File: src/cbm_pkg.sv
package cbm_pkg;

  localparam int unsigned ROM_BANK_BYTES = 16384;
  localparam int unsigned RAM_BANK_BYTES = 8192;
  localparam int unsigned MAX_ROM_BANKS  = 512;

  localparam int unsigned ROM_BANK_SHIFT = $clog2(ROM_BANK_BYTES);
  localparam int unsigned RAM_BANK_SHIFT = $clog2(RAM_BANK_BYTES);

  // remainder unit: 10-bit operands, two bits per step
  localparam int unsigned DIV_W     = 10;
  localparam int unsigned REM_STEPS = DIV_W / 2;
  localparam int unsigned STEP_W    = $clog2(REM_STEPS + 1);

  localparam logic [3:0] RAM_ENABLE_CODE = 4'hA;
  localparam logic [7:0] OPEN_BUS        = 8'hFF;
  localparam logic [3:0] RTC_FIRST_SEL   = 4'h8;
  localparam logic [3:0] RTC_LAST_SEL    = 4'hC;
  localparam logic [7:0] LATCH_ARM       = 8'h00;
  localparam logic [7:0] LATCH_FIRE      = 8'h01;

  typedef enum logic [2:0] {
    CFG_MAPPER_KIND    = 3'd0,
    CFG_ROM_BYTE_COUNT = 3'd1,
    CFG_RAM_BYTE_COUNT = 3'd2,
    CFG_RAM_BANK_COUNT = 3'd3,
    CFG_RTC_PRESENT    = 3'd4
  } cfg_index_e;

  typedef enum logic [2:0] {
    KIND_NONE = 3'd0,
    KIND_MBC1 = 3'd1,
    KIND_MBC2 = 3'd2,
    KIND_MBC3 = 3'd3,
    KIND_MBC5 = 3'd4
  } kind_e;

  typedef enum logic [2:0] {
    TGT_NONE      = 3'd0,
    TGT_ROM_READ  = 3'd1,
    TGT_RAM_READ  = 3'd2,
    TGT_RAM_WRITE = 3'd3,
    TGT_DATA      = 3'd4
  } target_e;

  typedef enum logic [1:0] {
    ST_IDLE,
    ST_START,
    ST_DIV
  } state_e;

  typedef struct packed {
    logic load;
    logic start;
    logic commit;
  } ctrl_cmd_t;

  typedef struct packed {
    logic rem_done;
  } ctrl_sts_t;

  function automatic logic enable_code(input logic [7:0] v);
    return v[3:0] == RAM_ENABLE_CODE;
  endfunction

endpackage

File: src/cbm_rem.sv
module cbm_rem (
  input  logic                          clk_i,
  input  logic                          rst_ni,
  input  logic                          start_i,
  input  logic [cbm_pkg::DIV_W-1:0]     dividend_i,
  input  logic [cbm_pkg::DIV_W-1:0]     divisor_i,
  output logic                          done_o,
  output logic [cbm_pkg::DIV_W-1:0]     remainder_o
);

  logic [cbm_pkg::DIV_W-1:0]  quot_q, quot_d;
  logic [cbm_pkg::DIV_W-1:0]  rem_q, rem_d;
  logic [cbm_pkg::DIV_W-1:0]  div_q, div_d;
  logic [cbm_pkg::STEP_W-1:0] cnt_q, cnt_d;
  logic [cbm_pkg::DIV_W:0]    t1, t2;
  logic [cbm_pkg::DIV_W-1:0]  r1;

  // restoring division, two quotient bits per cycle
  always_comb begin
    t1 = {rem_q, quot_q[cbm_pkg::DIV_W-1]};
    if (t1 >= {1'b0, div_q}) begin
      t1 = t1 - {1'b0, div_q};
    end
    r1 = t1[cbm_pkg::DIV_W-1:0];
    t2 = {r1, quot_q[cbm_pkg::DIV_W-2]};
    if (t2 >= {1'b0, div_q}) begin
      t2 = t2 - {1'b0, div_q};
    end
  end

  always_comb begin
    quot_d = quot_q;
    rem_d  = rem_q;
    div_d  = div_q;
    cnt_d  = cnt_q;
    if (start_i) begin
      quot_d = dividend_i;
      rem_d  = '0;
      div_d  = divisor_i;
      cnt_d  = cbm_pkg::STEP_W'(cbm_pkg::REM_STEPS);
    end else if (cnt_q != '0) begin
      quot_d = {quot_q[cbm_pkg::DIV_W-3:0], 2'b00};
      rem_d  = t2[cbm_pkg::DIV_W-1:0];
      cnt_d  = cnt_q - cbm_pkg::STEP_W'(1);
    end
  end

  always_ff @(posedge clk_i or negedge rst_ni) begin
    if (!rst_ni) begin
      cnt_q <= '0;
    end else begin
      cnt_q <= cnt_d;
    end
  end

  always_ff @(posedge clk_i) begin
    quot_q <= quot_d;
    rem_q  <= rem_d;
    div_q  <= div_d;
  end

  assign done_o      = cnt_q == '0;
  assign remainder_o = rem_q;

endmodule

File: src/cbm_datapath.sv
module cbm_datapath (
  input  logic                  clk_i,
  input  logic                  rst_ni,
  input  cbm_pkg::ctrl_cmd_t    cmd_i,
  output cbm_pkg::ctrl_sts_t    sts_o,
  input  logic                  cfg_valid_i,
  input  logic [2:0]            cfg_index_i,
  input  logic [23:0]           cfg_data_i,
  input  logic                  func_i,
  input  logic [15:0]           address_i,
  input  logic [7:0]            write_data_i,
  output logic [2:0]            target_o,
  output logic [22:0]           mapped_address_o,
  output logic [7:0]            read_data_o,
  output logic [7:0]            ram_write_data_o,
  output logic                  nibble_ram_o
);

  // configuration
  logic [2:0]  mapper_kind_q;
  logic [23:0] rom_byte_count_q;
  logic [17:0] ram_byte_count_q;
  logic [4:0]  ram_bank_count_q;
  logic        rtc_present_q;

  // captured access
  logic        func_q;
  logic [15:0] addr_q;
  logic [7:0]  wdata_q;

  // mapper state
  logic [8:0]  rom_bank_q, rom_bank_d;
  logic [3:0]  ram_bank_q, ram_bank_d;
  logic        ram_en_q, ram_en_d;
  logic        mode_q, mode_d;
  logic        armed_q, armed_d;
  logic [7:0]  rtc_live_q [5];
  logic [7:0]  rtc_live_d [5];
  logic [7:0]  rtc_held_q [5];
  logic [7:0]  rtc_held_d [5];

  // result registers
  logic [2:0]  target_q, target_d;
  logic [22:0] maddr_q, maddr_d;
  logic [7:0]  rdata_q, rdata_d;
  logic [7:0]  rwdata_q, rwdata_d;
  logic        nib_q, nib_d;

  cbm_pkg::kind_e              kind;
  logic [8:0]                  upper_pre;
  logic [9:0]                  bank_cnt_raw;
  logic [9:0]                  bank_cnt;
  logic [cbm_pkg::DIV_W-1:0]   rem_dividend;
  logic [cbm_pkg::DIV_W-1:0]   rem_divisor;
  logic [cbm_pkg::DIV_W-1:0]   rem_result;
  logic                        rem_done;
  logic                        in_rom;
  logic                        in_ram;
  logic [22:0]                 rom_addr;
  logic                        rom_ok;
  logic [16:0]                 ram_off;
  logic                        ram_ok;
  logic                        rtc_sel;
  logic [2:0]                  rtc_idx;
  logic [4:0]                  b5;
  logic [6:0]                  b7;
  logic [3:0]                  b4;

  assign kind = (mapper_kind_q > 3'(cbm_pkg::KIND_MBC5)) ? cbm_pkg::KIND_NONE
                                                         : cbm_pkg::kind_e'(mapper_kind_q);

  always_ff @(posedge clk_i or negedge rst_ni) begin
    if (!rst_ni) begin
      mapper_kind_q    <= 3'(cbm_pkg::KIND_NONE);
      rom_byte_count_q <= 24'd32768;
      ram_byte_count_q <= '0;
      ram_bank_count_q <= '0;
      rtc_present_q    <= 1'b0;
    end else if (cfg_valid_i) begin
      unique case (cfg_index_i)
        cbm_pkg::CFG_MAPPER_KIND:    mapper_kind_q    <= cfg_data_i[2:0];
        cbm_pkg::CFG_ROM_BYTE_COUNT: rom_byte_count_q <= cfg_data_i;
        cbm_pkg::CFG_RAM_BYTE_COUNT: ram_byte_count_q <= cfg_data_i[17:0];
        cbm_pkg::CFG_RAM_BANK_COUNT: ram_bank_count_q <= cfg_data_i[4:0];
        cbm_pkg::CFG_RTC_PRESENT:    rtc_present_q    <= cfg_data_i[0];
        default: ;
      endcase
    end
  end

  always_ff @(posedge clk_i) begin
    if (cmd_i.load) begin
      func_q  <= func_i;
      addr_q  <= address_i;
      wdata_q <= write_data_i;
    end
  end

  // upper ROM bank before reduction by the bank count
  always_comb begin
    upper_pre = 9'd1;
    unique case (kind)
      cbm_pkg::KIND_MBC5: upper_pre = rom_bank_q;
      cbm_pkg::KIND_MBC1: begin
        upper_pre = mode_q ? {4'b0, rom_bank_q[4:0]} : {2'b0, rom_bank_q[6:0]};
        if (upper_pre[4:0] == 5'd0) begin
          upper_pre = upper_pre + 9'd1;
        end
      end
      cbm_pkg::KIND_MBC2: begin
        upper_pre = {5'b0, rom_bank_q[3:0]};
        if (upper_pre == 9'd0) begin
          upper_pre = 9'd1;
        end
      end
      cbm_pkg::KIND_MBC3: begin
        upper_pre = {2'b0, rom_bank_q[6:0]};
        if (upper_pre == 9'd0) begin
          upper_pre = 9'd1;
        end
      end
      default: upper_pre = 9'd1;
    endcase
  end

  assign bank_cnt_raw = rom_byte_count_q[23:cbm_pkg::ROM_BANK_SHIFT];

  always_comb begin
    bank_cnt = bank_cnt_raw;
    if (bank_cnt_raw < 10'd2) begin
      bank_cnt = 10'd2;
    end else if (bank_cnt_raw > 10'(cbm_pkg::MAX_ROM_BANKS)) begin
      bank_cnt = 10'(cbm_pkg::MAX_ROM_BANKS);
    end
  end

  // a zero divisor leaves the dividend as the remainder
  assign rem_dividend = addr_q[15] ? {6'b0, ram_bank_q} : {1'b0, upper_pre};
  assign rem_divisor  = addr_q[15] ? {5'b0, ram_bank_count_q} : bank_cnt;

  cbm_rem u_rem (
    .clk_i       (clk_i),
    .rst_ni      (rst_ni),
    .start_i     (cmd_i.start),
    .dividend_i  (rem_dividend),
    .divisor_i   (rem_divisor),
    .done_o      (rem_done),
    .remainder_o (rem_result)
  );

  assign sts_o.rem_done = rem_done;

  assign in_rom  = !addr_q[15];
  assign in_ram  = addr_q[15:13] == 3'b101;
  assign rtc_sel = (kind == cbm_pkg::KIND_MBC3) && (ram_bank_q >= cbm_pkg::RTC_FIRST_SEL)
                   && (ram_bank_q <= cbm_pkg::RTC_LAST_SEL);
  assign rtc_idx = ram_bank_q[2:0];

  assign rom_addr = addr_q[14] ? {rem_result[8:0], addr_q[13:0]} : {9'b0, addr_q[13:0]};
  assign rom_ok   = {1'b0, rom_addr} < rom_byte_count_q;

  always_comb begin
    if (kind == cbm_pkg::KIND_MBC2) begin
      ram_off = {8'b0, addr_q[8:0]};
    end else if (kind == cbm_pkg::KIND_MBC1 && !mode_q) begin
      ram_off = {4'b0, addr_q[12:0]};
    end else begin
      ram_off = {rem_result[3:0], addr_q[cbm_pkg::RAM_BANK_SHIFT-1:0]};
    end
  end

  assign ram_ok = {1'b0, ram_off} < ram_byte_count_q;

  always_comb begin
    target_d = cbm_pkg::TGT_NONE;
    maddr_d  = '0;
    rdata_d  = '0;
    rwdata_d = '0;
    nib_d    = 1'b0;
    if (in_rom) begin
      if (!func_q) begin
        if (rom_ok) begin
          target_d = cbm_pkg::TGT_ROM_READ;
          maddr_d  = rom_addr;
        end else begin
          target_d = cbm_pkg::TGT_DATA;
          rdata_d  = cbm_pkg::OPEN_BUS;
        end
      end
    end else if (in_ram) begin
      if (func_q) begin
        if (ram_en_q && !rtc_sel && ram_ok) begin
          target_d = cbm_pkg::TGT_RAM_WRITE;
          maddr_d  = {6'b0, ram_off};
          rwdata_d = (kind == cbm_pkg::KIND_MBC2) ? {4'b0, wdata_q[3:0]} : wdata_q;
        end
      end else if (!ram_en_q) begin
        target_d = cbm_pkg::TGT_DATA;
        rdata_d  = cbm_pkg::OPEN_BUS;
      end else if (rtc_sel) begin
        target_d = cbm_pkg::TGT_DATA;
        rdata_d  = rtc_held_q[rtc_idx];
      end else if (ram_ok) begin
        target_d = cbm_pkg::TGT_RAM_READ;
        maddr_d  = {6'b0, ram_off};
        nib_d    = kind == cbm_pkg::KIND_MBC2;
      end else begin
        target_d = cbm_pkg::TGT_DATA;
        rdata_d  = cbm_pkg::OPEN_BUS;
      end
    end
  end

  // mapper register writes and RTC access
  always_comb begin
    rom_bank_d = rom_bank_q;
    ram_bank_d = ram_bank_q;
    ram_en_d   = ram_en_q;
    mode_d     = mode_q;
    armed_d    = armed_q;
    rtc_live_d = rtc_live_q;
    rtc_held_d = rtc_held_q;
    b5 = (wdata_q[4:0] == 5'd0) ? 5'd1 : wdata_q[4:0];
    b7 = (wdata_q[6:0] == 7'd0) ? 7'd1 : wdata_q[6:0];
    b4 = (wdata_q[3:0] == 4'd0) ? 4'd1 : wdata_q[3:0];
    if (cmd_i.commit && func_q) begin
      if (in_ram && ram_en_q && rtc_sel) begin
        rtc_live_d[rtc_idx] = wdata_q;
      end else if (in_rom) begin
        unique case (kind)
          cbm_pkg::KIND_MBC1: begin
            unique case (addr_q[14:13])
              2'b00: ram_en_d = cbm_pkg::enable_code(wdata_q);
              2'b01: rom_bank_d = {2'b0, rom_bank_q[6:5], b5};
              2'b10: begin
                if (mode_q) begin
                  ram_bank_d = {2'b0, wdata_q[1:0]};
                end else begin
                  rom_bank_d = {2'b0, wdata_q[1:0], rom_bank_q[4:0]};
                end
              end
              default: begin
                mode_d = wdata_q[0];
                if (!wdata_q[0]) begin
                  ram_bank_d = '0;
                end
              end
            endcase
          end
          cbm_pkg::KIND_MBC2: begin
            if (!addr_q[14]) begin
              if (addr_q[8]) begin
                rom_bank_d = {5'b0, b4};
              end else begin
                ram_en_d = cbm_pkg::enable_code(wdata_q);
              end
            end
          end
          cbm_pkg::KIND_MBC3: begin
            unique case (addr_q[14:13])
              2'b00: ram_en_d = cbm_pkg::enable_code(wdata_q);
              2'b01: rom_bank_d = {2'b0, b7};
              2'b10: begin
                if (wdata_q <= 8'h03 || (wdata_q >= {4'b0, cbm_pkg::RTC_FIRST_SEL}
                    && wdata_q <= {4'b0, cbm_pkg::RTC_LAST_SEL})) begin
                  ram_bank_d = wdata_q[3:0];
                end
              end
              default: begin
                if (wdata_q == cbm_pkg::LATCH_ARM) begin
                  armed_d = 1'b1;
                end else if (wdata_q == cbm_pkg::LATCH_FIRE && armed_q) begin
                  armed_d = 1'b0;
                  if (rtc_present_q) begin
                    rtc_held_d = rtc_live_q;
                  end
                end
              end
            endcase
          end
          cbm_pkg::KIND_MBC5: begin
            unique case (addr_q[14:13])
              2'b00: ram_en_d = cbm_pkg::enable_code(wdata_q);
              2'b01: begin
                if (!addr_q[12]) begin
                  rom_bank_d = {rom_bank_q[8], wdata_q};
                end else begin
                  rom_bank_d = {wdata_q[0], rom_bank_q[7:0]};
                end
              end
              2'b10: ram_bank_d = wdata_q[3:0];
              default: ;
            endcase
          end
          default: ;
        endcase
      end
    end
  end

  always_ff @(posedge clk_i or negedge rst_ni) begin
    if (!rst_ni) begin
      rom_bank_q <= 9'd1;
      ram_bank_q <= '0;
      ram_en_q   <= 1'b0;
      mode_q     <= 1'b0;
      armed_q    <= 1'b0;
      for (int i = 0; i < 5; i++) begin
        rtc_live_q[i] <= '0;
        rtc_held_q[i] <= '0;
      end
    end else begin
      rom_bank_q <= rom_bank_d;
      ram_bank_q <= ram_bank_d;
      ram_en_q   <= ram_en_d;
      mode_q     <= mode_d;
      armed_q    <= armed_d;
      rtc_live_q <= rtc_live_d;
      rtc_held_q <= rtc_held_d;
    end
  end

  always_ff @(posedge clk_i) begin
    if (cmd_i.commit) begin
      target_q <= target_d;
      maddr_q  <= maddr_d;
      rdata_q  <= rdata_d;
      rwdata_q <= rwdata_d;
      nib_q    <= nib_d;
    end
  end

  assign target_o         = target_q;
  assign mapped_address_o = maddr_q;
  assign read_data_o      = rdata_q;
  assign ram_write_data_o = rwdata_q;
  assign nibble_ram_o     = nib_q;

endmodule

File: src/cbm_ctrl.sv
module cbm_ctrl (
  input  logic               clk_i,
  input  logic               rst_ni,
  input  logic               in_valid_i,
  output logic               in_stall_o,
  output logic               out_valid_o,
  input  logic               out_stall_i,
  output cbm_pkg::ctrl_cmd_t cmd_o,
  input  cbm_pkg::ctrl_sts_t sts_i
);

  cbm_pkg::state_e state_q, state_d;
  logic            out_valid_q, out_valid_d;

  always_ff @(posedge clk_i or negedge rst_ni) begin
    if (!rst_ni) begin
      state_q     <= cbm_pkg::ST_IDLE;
      out_valid_q <= 1'b0;
    end else begin
      state_q     <= state_d;
      out_valid_q <= out_valid_d;
    end
  end

  always_comb begin
    state_d    = state_q;
    cmd_o      = '0;
    in_stall_o = 1'b1;
    unique case (state_q)
      cbm_pkg::ST_IDLE: begin
        in_stall_o = 1'b0;
        if (in_valid_i) begin
          cmd_o.load = 1'b1;
          state_d    = cbm_pkg::ST_START;
        end
      end
      cbm_pkg::ST_START: begin
        cmd_o.start = 1'b1;
        state_d     = cbm_pkg::ST_DIV;
      end
      cbm_pkg::ST_DIV: begin
        // result goes out once the output register is free
        if (sts_i.rem_done && (!out_valid_q || !out_stall_i)) begin
          cmd_o.commit = 1'b1;
          state_d      = cbm_pkg::ST_IDLE;
        end
      end
      default: state_d = cbm_pkg::ST_IDLE;
    endcase

    if (cmd_o.commit) begin
      out_valid_d = 1'b1;
    end else if (out_valid_q && !out_stall_i) begin
      out_valid_d = 1'b0;
    end else begin
      out_valid_d = out_valid_q;
    end
  end

  assign out_valid_o = out_valid_q;

endmodule

File: src/cartridge_bank_mapper_core.sv
// Cartridge bank mapper: one bus access in (read/write, address, byte), one
// result out telling whether it hits ROM, cartridge RAM, or is answered directly
// (RTC byte or 0xFF open bus). Supports no mapper, MBC1, MBC2, MBC3 and MBC5.
// Each access passes through a capture, a start and a commit step, with the bank
// number reduced modulo the ROM or RAM bank count between start and commit by a
// shared remainder unit that retires two bits per cycle; no new access is taken
// until the commit. A new access is taken while the previous result still waits
// in the output register. Configuration writes are taken in any cycle
// (cfg_ready_o is always high) and must only be issued while the block is idle.
module cartridge_bank_mapper_core (
  input  logic        clk_i,
  input  logic        rst_ni,
  input  logic        cfg_valid_i,
  output logic        cfg_ready_o,
  input  logic [2:0]  cfg_index_i,
  input  logic [23:0] cfg_data_i,
  input  logic        in_valid_i,
  output logic        in_stall_o,
  input  logic        func_i,
  input  logic [15:0] address_i,
  input  logic [7:0]  write_data_i,
  output logic        out_valid_o,
  input  logic        out_stall_i,
  output logic [2:0]  target_o,
  output logic [22:0] mapped_address_o,
  output logic [7:0]  read_data_o,
  output logic [7:0]  ram_write_data_o,
  output logic        nibble_ram_o
);

  cbm_pkg::ctrl_cmd_t cmd;
  cbm_pkg::ctrl_sts_t sts;

  assign cfg_ready_o = 1'b1;

  cbm_ctrl u_ctrl (
    .clk_i       (clk_i),
    .rst_ni      (rst_ni),
    .in_valid_i  (in_valid_i),
    .in_stall_o  (in_stall_o),
    .out_valid_o (out_valid_o),
    .out_stall_i (out_stall_i),
    .cmd_o       (cmd),
    .sts_i       (sts)
  );

  cbm_datapath u_datapath (
    .clk_i            (clk_i),
    .rst_ni           (rst_ni),
    .cmd_i            (cmd),
    .sts_o            (sts),
    .cfg_valid_i      (cfg_valid_i),
    .cfg_index_i      (cfg_index_i),
    .cfg_data_i       (cfg_data_i),
    .func_i           (func_i),
    .address_i        (address_i),
    .write_data_i     (write_data_i),
    .target_o         (target_o),
    .mapped_address_o (mapped_address_o),
    .read_data_o      (read_data_o),
    .ram_write_data_o (ram_write_data_o),
    .nibble_ram_o     (nibble_ram_o)
  );

endmodule

File: config.mk
export PLATFORM = sky130hd
export DESIGN_NAME = cartridge_bank_mapper_core
export DESIGN_NICKNAME = d
export VERILOG_FILES = /design/src/cbm_pkg.sv /design/src/cbm_rem.sv /design/src/cbm_datapath.sv /design/src/cbm_ctrl.sv /design/src/cartridge_bank_mapper_core.sv
export SDC_FILE = /design/constraint.sdc
export NUM_CORES = 1
export LEC_CHECK = 0
export BUFFER_PORTS_ARGS = -buffer_cell sky130_fd_sc_hd__buf_2
export CAP_MARGIN = 15
export CORE_UTILIZATION = 61
export DETAILED_ROUTE_END_ITERATION = 7
export PLACE_DENSITY_LB_ADDON = 0.3
export SLEW_MARGIN = 40
export SYNTH_ARGS = -nofsm -noshare
export SYNTH_HDL_FRONTEND = slang
export SYNTH_SLANG_ARGS = --single-unit
export TNS_END_PERCENT = 1
File: constraint.sdc
create_clock -name clk_i -period 4.45 [get_ports clk_i]
set_input_delay 0.6675 -clock clk_i [delete_from_list [all_inputs] [get_ports clk_i]]
set_output_delay 0.6675 -clock clk_i [all_outputs]
set_load 0.01 [all_outputs]
==> flow_summary.ini <==
[timing]
finalWorstPathRequiredPeriod_ns = 4.169
finalMaxSlewViolations = 0
whs_ns = 0.1485
worst_slew_pin_slew_ns = 0.8247
grt_setup_unrepaired = no
setup-tns-final_ns = 0
period_share = 0.9369
finalHoldViolCount = 0
layout_skew_ns = 0.02018
relSlewSlack = 0.4502
max_freq_mhz = 239.9
finalSetupViolCount = 0
finalWorstSetupSlack_ns = 0.2809

[place]
gpl.final_weighted_congestion = 0.8999
post-place-ws_ns = 0.1763
placedCellCount = 1519
placed_area_um2 = 13780
io_buffers = 101
post-dp-hpwl_um = 22790

[clock_network]
clk_latency_ns = 0.56
post-cts-setup-buffer-count = 0
path_clk_slew_ns = 0.06
clock-root-buffer = clkbuf_16
tritoncts = done
deepest_level_of_the_cts_h_tree = 1
cts_buffers = 27
cts.hold.buffers_added = 0
post_cts.resized_instances = 0
cts_max_path_buffers = 3
cts.sink_count = 251

[yosys]
syn-num-nets = 1291
synth_area_um2 = 12940
most_common_flop_cell_mapped_by_yosys = dfrtp_1
yosysWarningCount = 0
synth-async-reset-ratio = 0.6096
count_of_flip_flops_with_a_built_in_enable_after_synthesis = 88
post_synth.cell_area_avg_um2 = 11.10
sequential_fraction_of_the_synthesis_area = 0.5159
syn-instance-count = 1166
synthDominantCellAreaShare = 0.2921
dominant_cell_type_by_area_after_synthesis = dfrtp_1
synth.ff_latch_count = 251
post_synth_main_area_contributors = dfrtp_1, edfxtp_1, ha_1
synthDistinctLibCells = 83

[global_route]
number_of_antenna_violations_at_the_first_check_in_global_routing = 2
number_of_global_route_vias_before_repair = 9947
pin_count_of_the_biggest_net_entering_global_routing = 85
grt_usage = 0.3164
grt_remaining_overflow = 0
grt_first_pass_wirelength_um = 53600

[layout]
most-common-layout-cells = dfrtp_1, buf_2, nand2_1, edfxtp_1, inv_1
layout.cells.most_common = dfrtp_1
layout.cells.non_filler = 1570
layout.nets = 1403
postLayoutCellArea_um2 = 14680
layout-drive-gt1-share = 0.2186
areaGrowthSynthToFinish_pct = 13.44

[power_and_ir_drop]
power.density_nw_per_um2 = 623.4
power.switching_fraction = 0.3814
power.share.sequential = 0.340
total_leakage_power_uw = 0.006874
share_comb_of_total_power = 0.416
netSwitchingPower_uw = 3490
power_report.internal_total_uw = 5659
ir_drop_mv = 0.3772
clock_power_share = 0.244

[worst_setup_path]
timing.critical_path.required_ns = 4.88
critical_path_arrival_ns = 4.60
start_kind = flop
critical_path_peak_fanout = 10
crit_path_end_kind = flop
timing.reg2reg.setup_slack_ns = 0.28
critPathKind = reg -> reg

[routing]
drcViolationCount = 0
wire_per_inst_um = 21.24
first_iter_violations = 844
total_vias_in_the_final_route = 9774
drt_pass_1_iters = 5
routed_wirelength_um = 33350
detail_route.vias_per_cell = 6.225
antenna_left = 0

[die]
die_area_um2 = 21790
io_pins = 103
core_area_um2 = 20490
die-height_um = 147.6
start_util = 0.6313
fp-row-count = 52
die_w_um = 147.6

[run_status]
outcome = complete, no violations

[run]
cap_violations = 0

[hold_path]
hold_crit_class = in -> async
==> layout make-up <==
cell class / count / area, µm²
flip-flops and latches: 251 / 6674
clock inverters: 16 / 156.4
inverters: 85 / 319.1
multi-input cells: 785 / 5732
diodes: 1 / 2.502
clock buffers: 34 / 721.9
fillers: 1436 / 5818
well taps: 270 / 337.8
repair buffers: 128 / 733.2
==> path summary, 6_finish.rpt <==
check / startpoint / to / cells after the start
worst max-delay path: u_datapath.u_rem.div_q[4]$_DFFE_PP_ / u_datapath.u_rem.remainder_o[8]$_SDFFE_PP0P_ / 16
worst min-delay path: rst_ni / u_datapath.rtc_held_q[3]$_DFFE_PN0P_ / 1
worst max register to register: u_datapath.u_rem.div_q[4]$_DFFE_PP_ / u_datapath.u_rem.remainder_o[8]$_SDFFE_PP0P_ / 16
worst min register to register: u_datapath.rtc_live_q[24]$_DFFE_PN0P_ / u_datapath.rtc_live_q[24]$_DFFE_PN0P_ / 2
max in group asynchronous: rst_ni / u_datapath.rtc_live_q[17]$_DFFE_PN0P_ / 2
min in group clk_i: write_data_i[4] / u_datapath.wdata_q[4]$_DFFE_PP_ / 1
==> metal layers <==
metal	wire length [µm]	up-vias	track usage
li1	-	4475	-
met3	3108	60	0.06636
met1	14270	4798	0.4503
met4	660	2	0.07680
met5	10	-	0
met2	15310	439	0.4991
==> kinds of logic (layout without fill, tap and decap cells) <==
family,count (synthesis),in the layout,synth area share
and+or+nand+nor,308,308,0.1219
adders and majority gates,68,68,0.06692
muxes,108,108,0.09700
other,1,2,0.0002899
AOI/OAI and AO/OA,285,285,0.1456
xor gates and xnor gates,15,15,0.01016
buffers and inverters,130,263,0.04226
DFF,251,251,0.5159
==> sequential cells by signal (all words and copies together) (netlist names), 9 cells and up <==
| signal | flops |
|---|---|
| u_datapath.rtc_held_q | 40 |
| u_datapath.rtc_live_q | 40 |
| u_datapath.rom_byte_count_q | 24 |
| u_datapath.mapped_address_o | 23 |
| u_datapath.ram_byte_count_q | 18 |
| u_datapath.addr_q | 16 |
| u_datapath.u_rem.div_q | 10 |
| u_datapath.u_rem.quot_q | 10 |
| u_datapath.u_rem.remainder_o | 10 |
| u_datapath.rom_bank_q | 9 |
==> synthesized netlist by cell type, types with 13 or more instances <==
master / count
a21boi_0: 15
ha_1: 66
and2_1: 15
o22ai_1: 19
o21ai_0: 81
edfxtp_1: 88
nor2_1: 73
a21oi_1: 48
mux2_4: 16
mux2i_1: 17
mux2_2: 63
and3_1: 15
clkbuf_1: 31
dfrtp_1: 151
inv_1: 82
a21o_1: 24
nand3_1: 20
nor3_1: 24
xnor2_1: 13
nand2_1: 93
==> critical path, cell delays in order (launching register included) <==
cell and delay (ns):
edfxtp_1 0.38, inv_1 0.10, ha_1 0.30, a21o_1 0.21, a211o_1 0.30, o21ai_1 0.18, a21o_2 0.25, a21oi_1 0.11
or2_2 0.36, ha_1 0.30, nor2b_1 0.15, o31a_1 0.28, o21a_1 0.23, a31oi_2 0.25, nand2b_2 0.27, a211oi_1 0.10
a221o_1 0.27
==> power groups by stage <==
stage / clock [µW] / sequential, µW / combinational (µW)
floorplan: 0 / 3030 / 2720
CTS: 2260 / 3100 / 3720
global route: 2350 / 3150 / 4170
global placement: 0 / 3140 / 3640
detailed placement: 0 / 3140 / 3680
finish: 2230 / 3110 / 3800
==> stage by stage <==
stage	util	power [µW]
6_report	0.7161	9149
4_1_cts	0.7154	9087
5_1_grt	0.7161	9671
3_3_place_gp	0.6710	6779
3_5_place_dp	0.6725	6822
2_1_floorplan	-	5752
No activity file was read; power rests on OpenSTA's default activity.
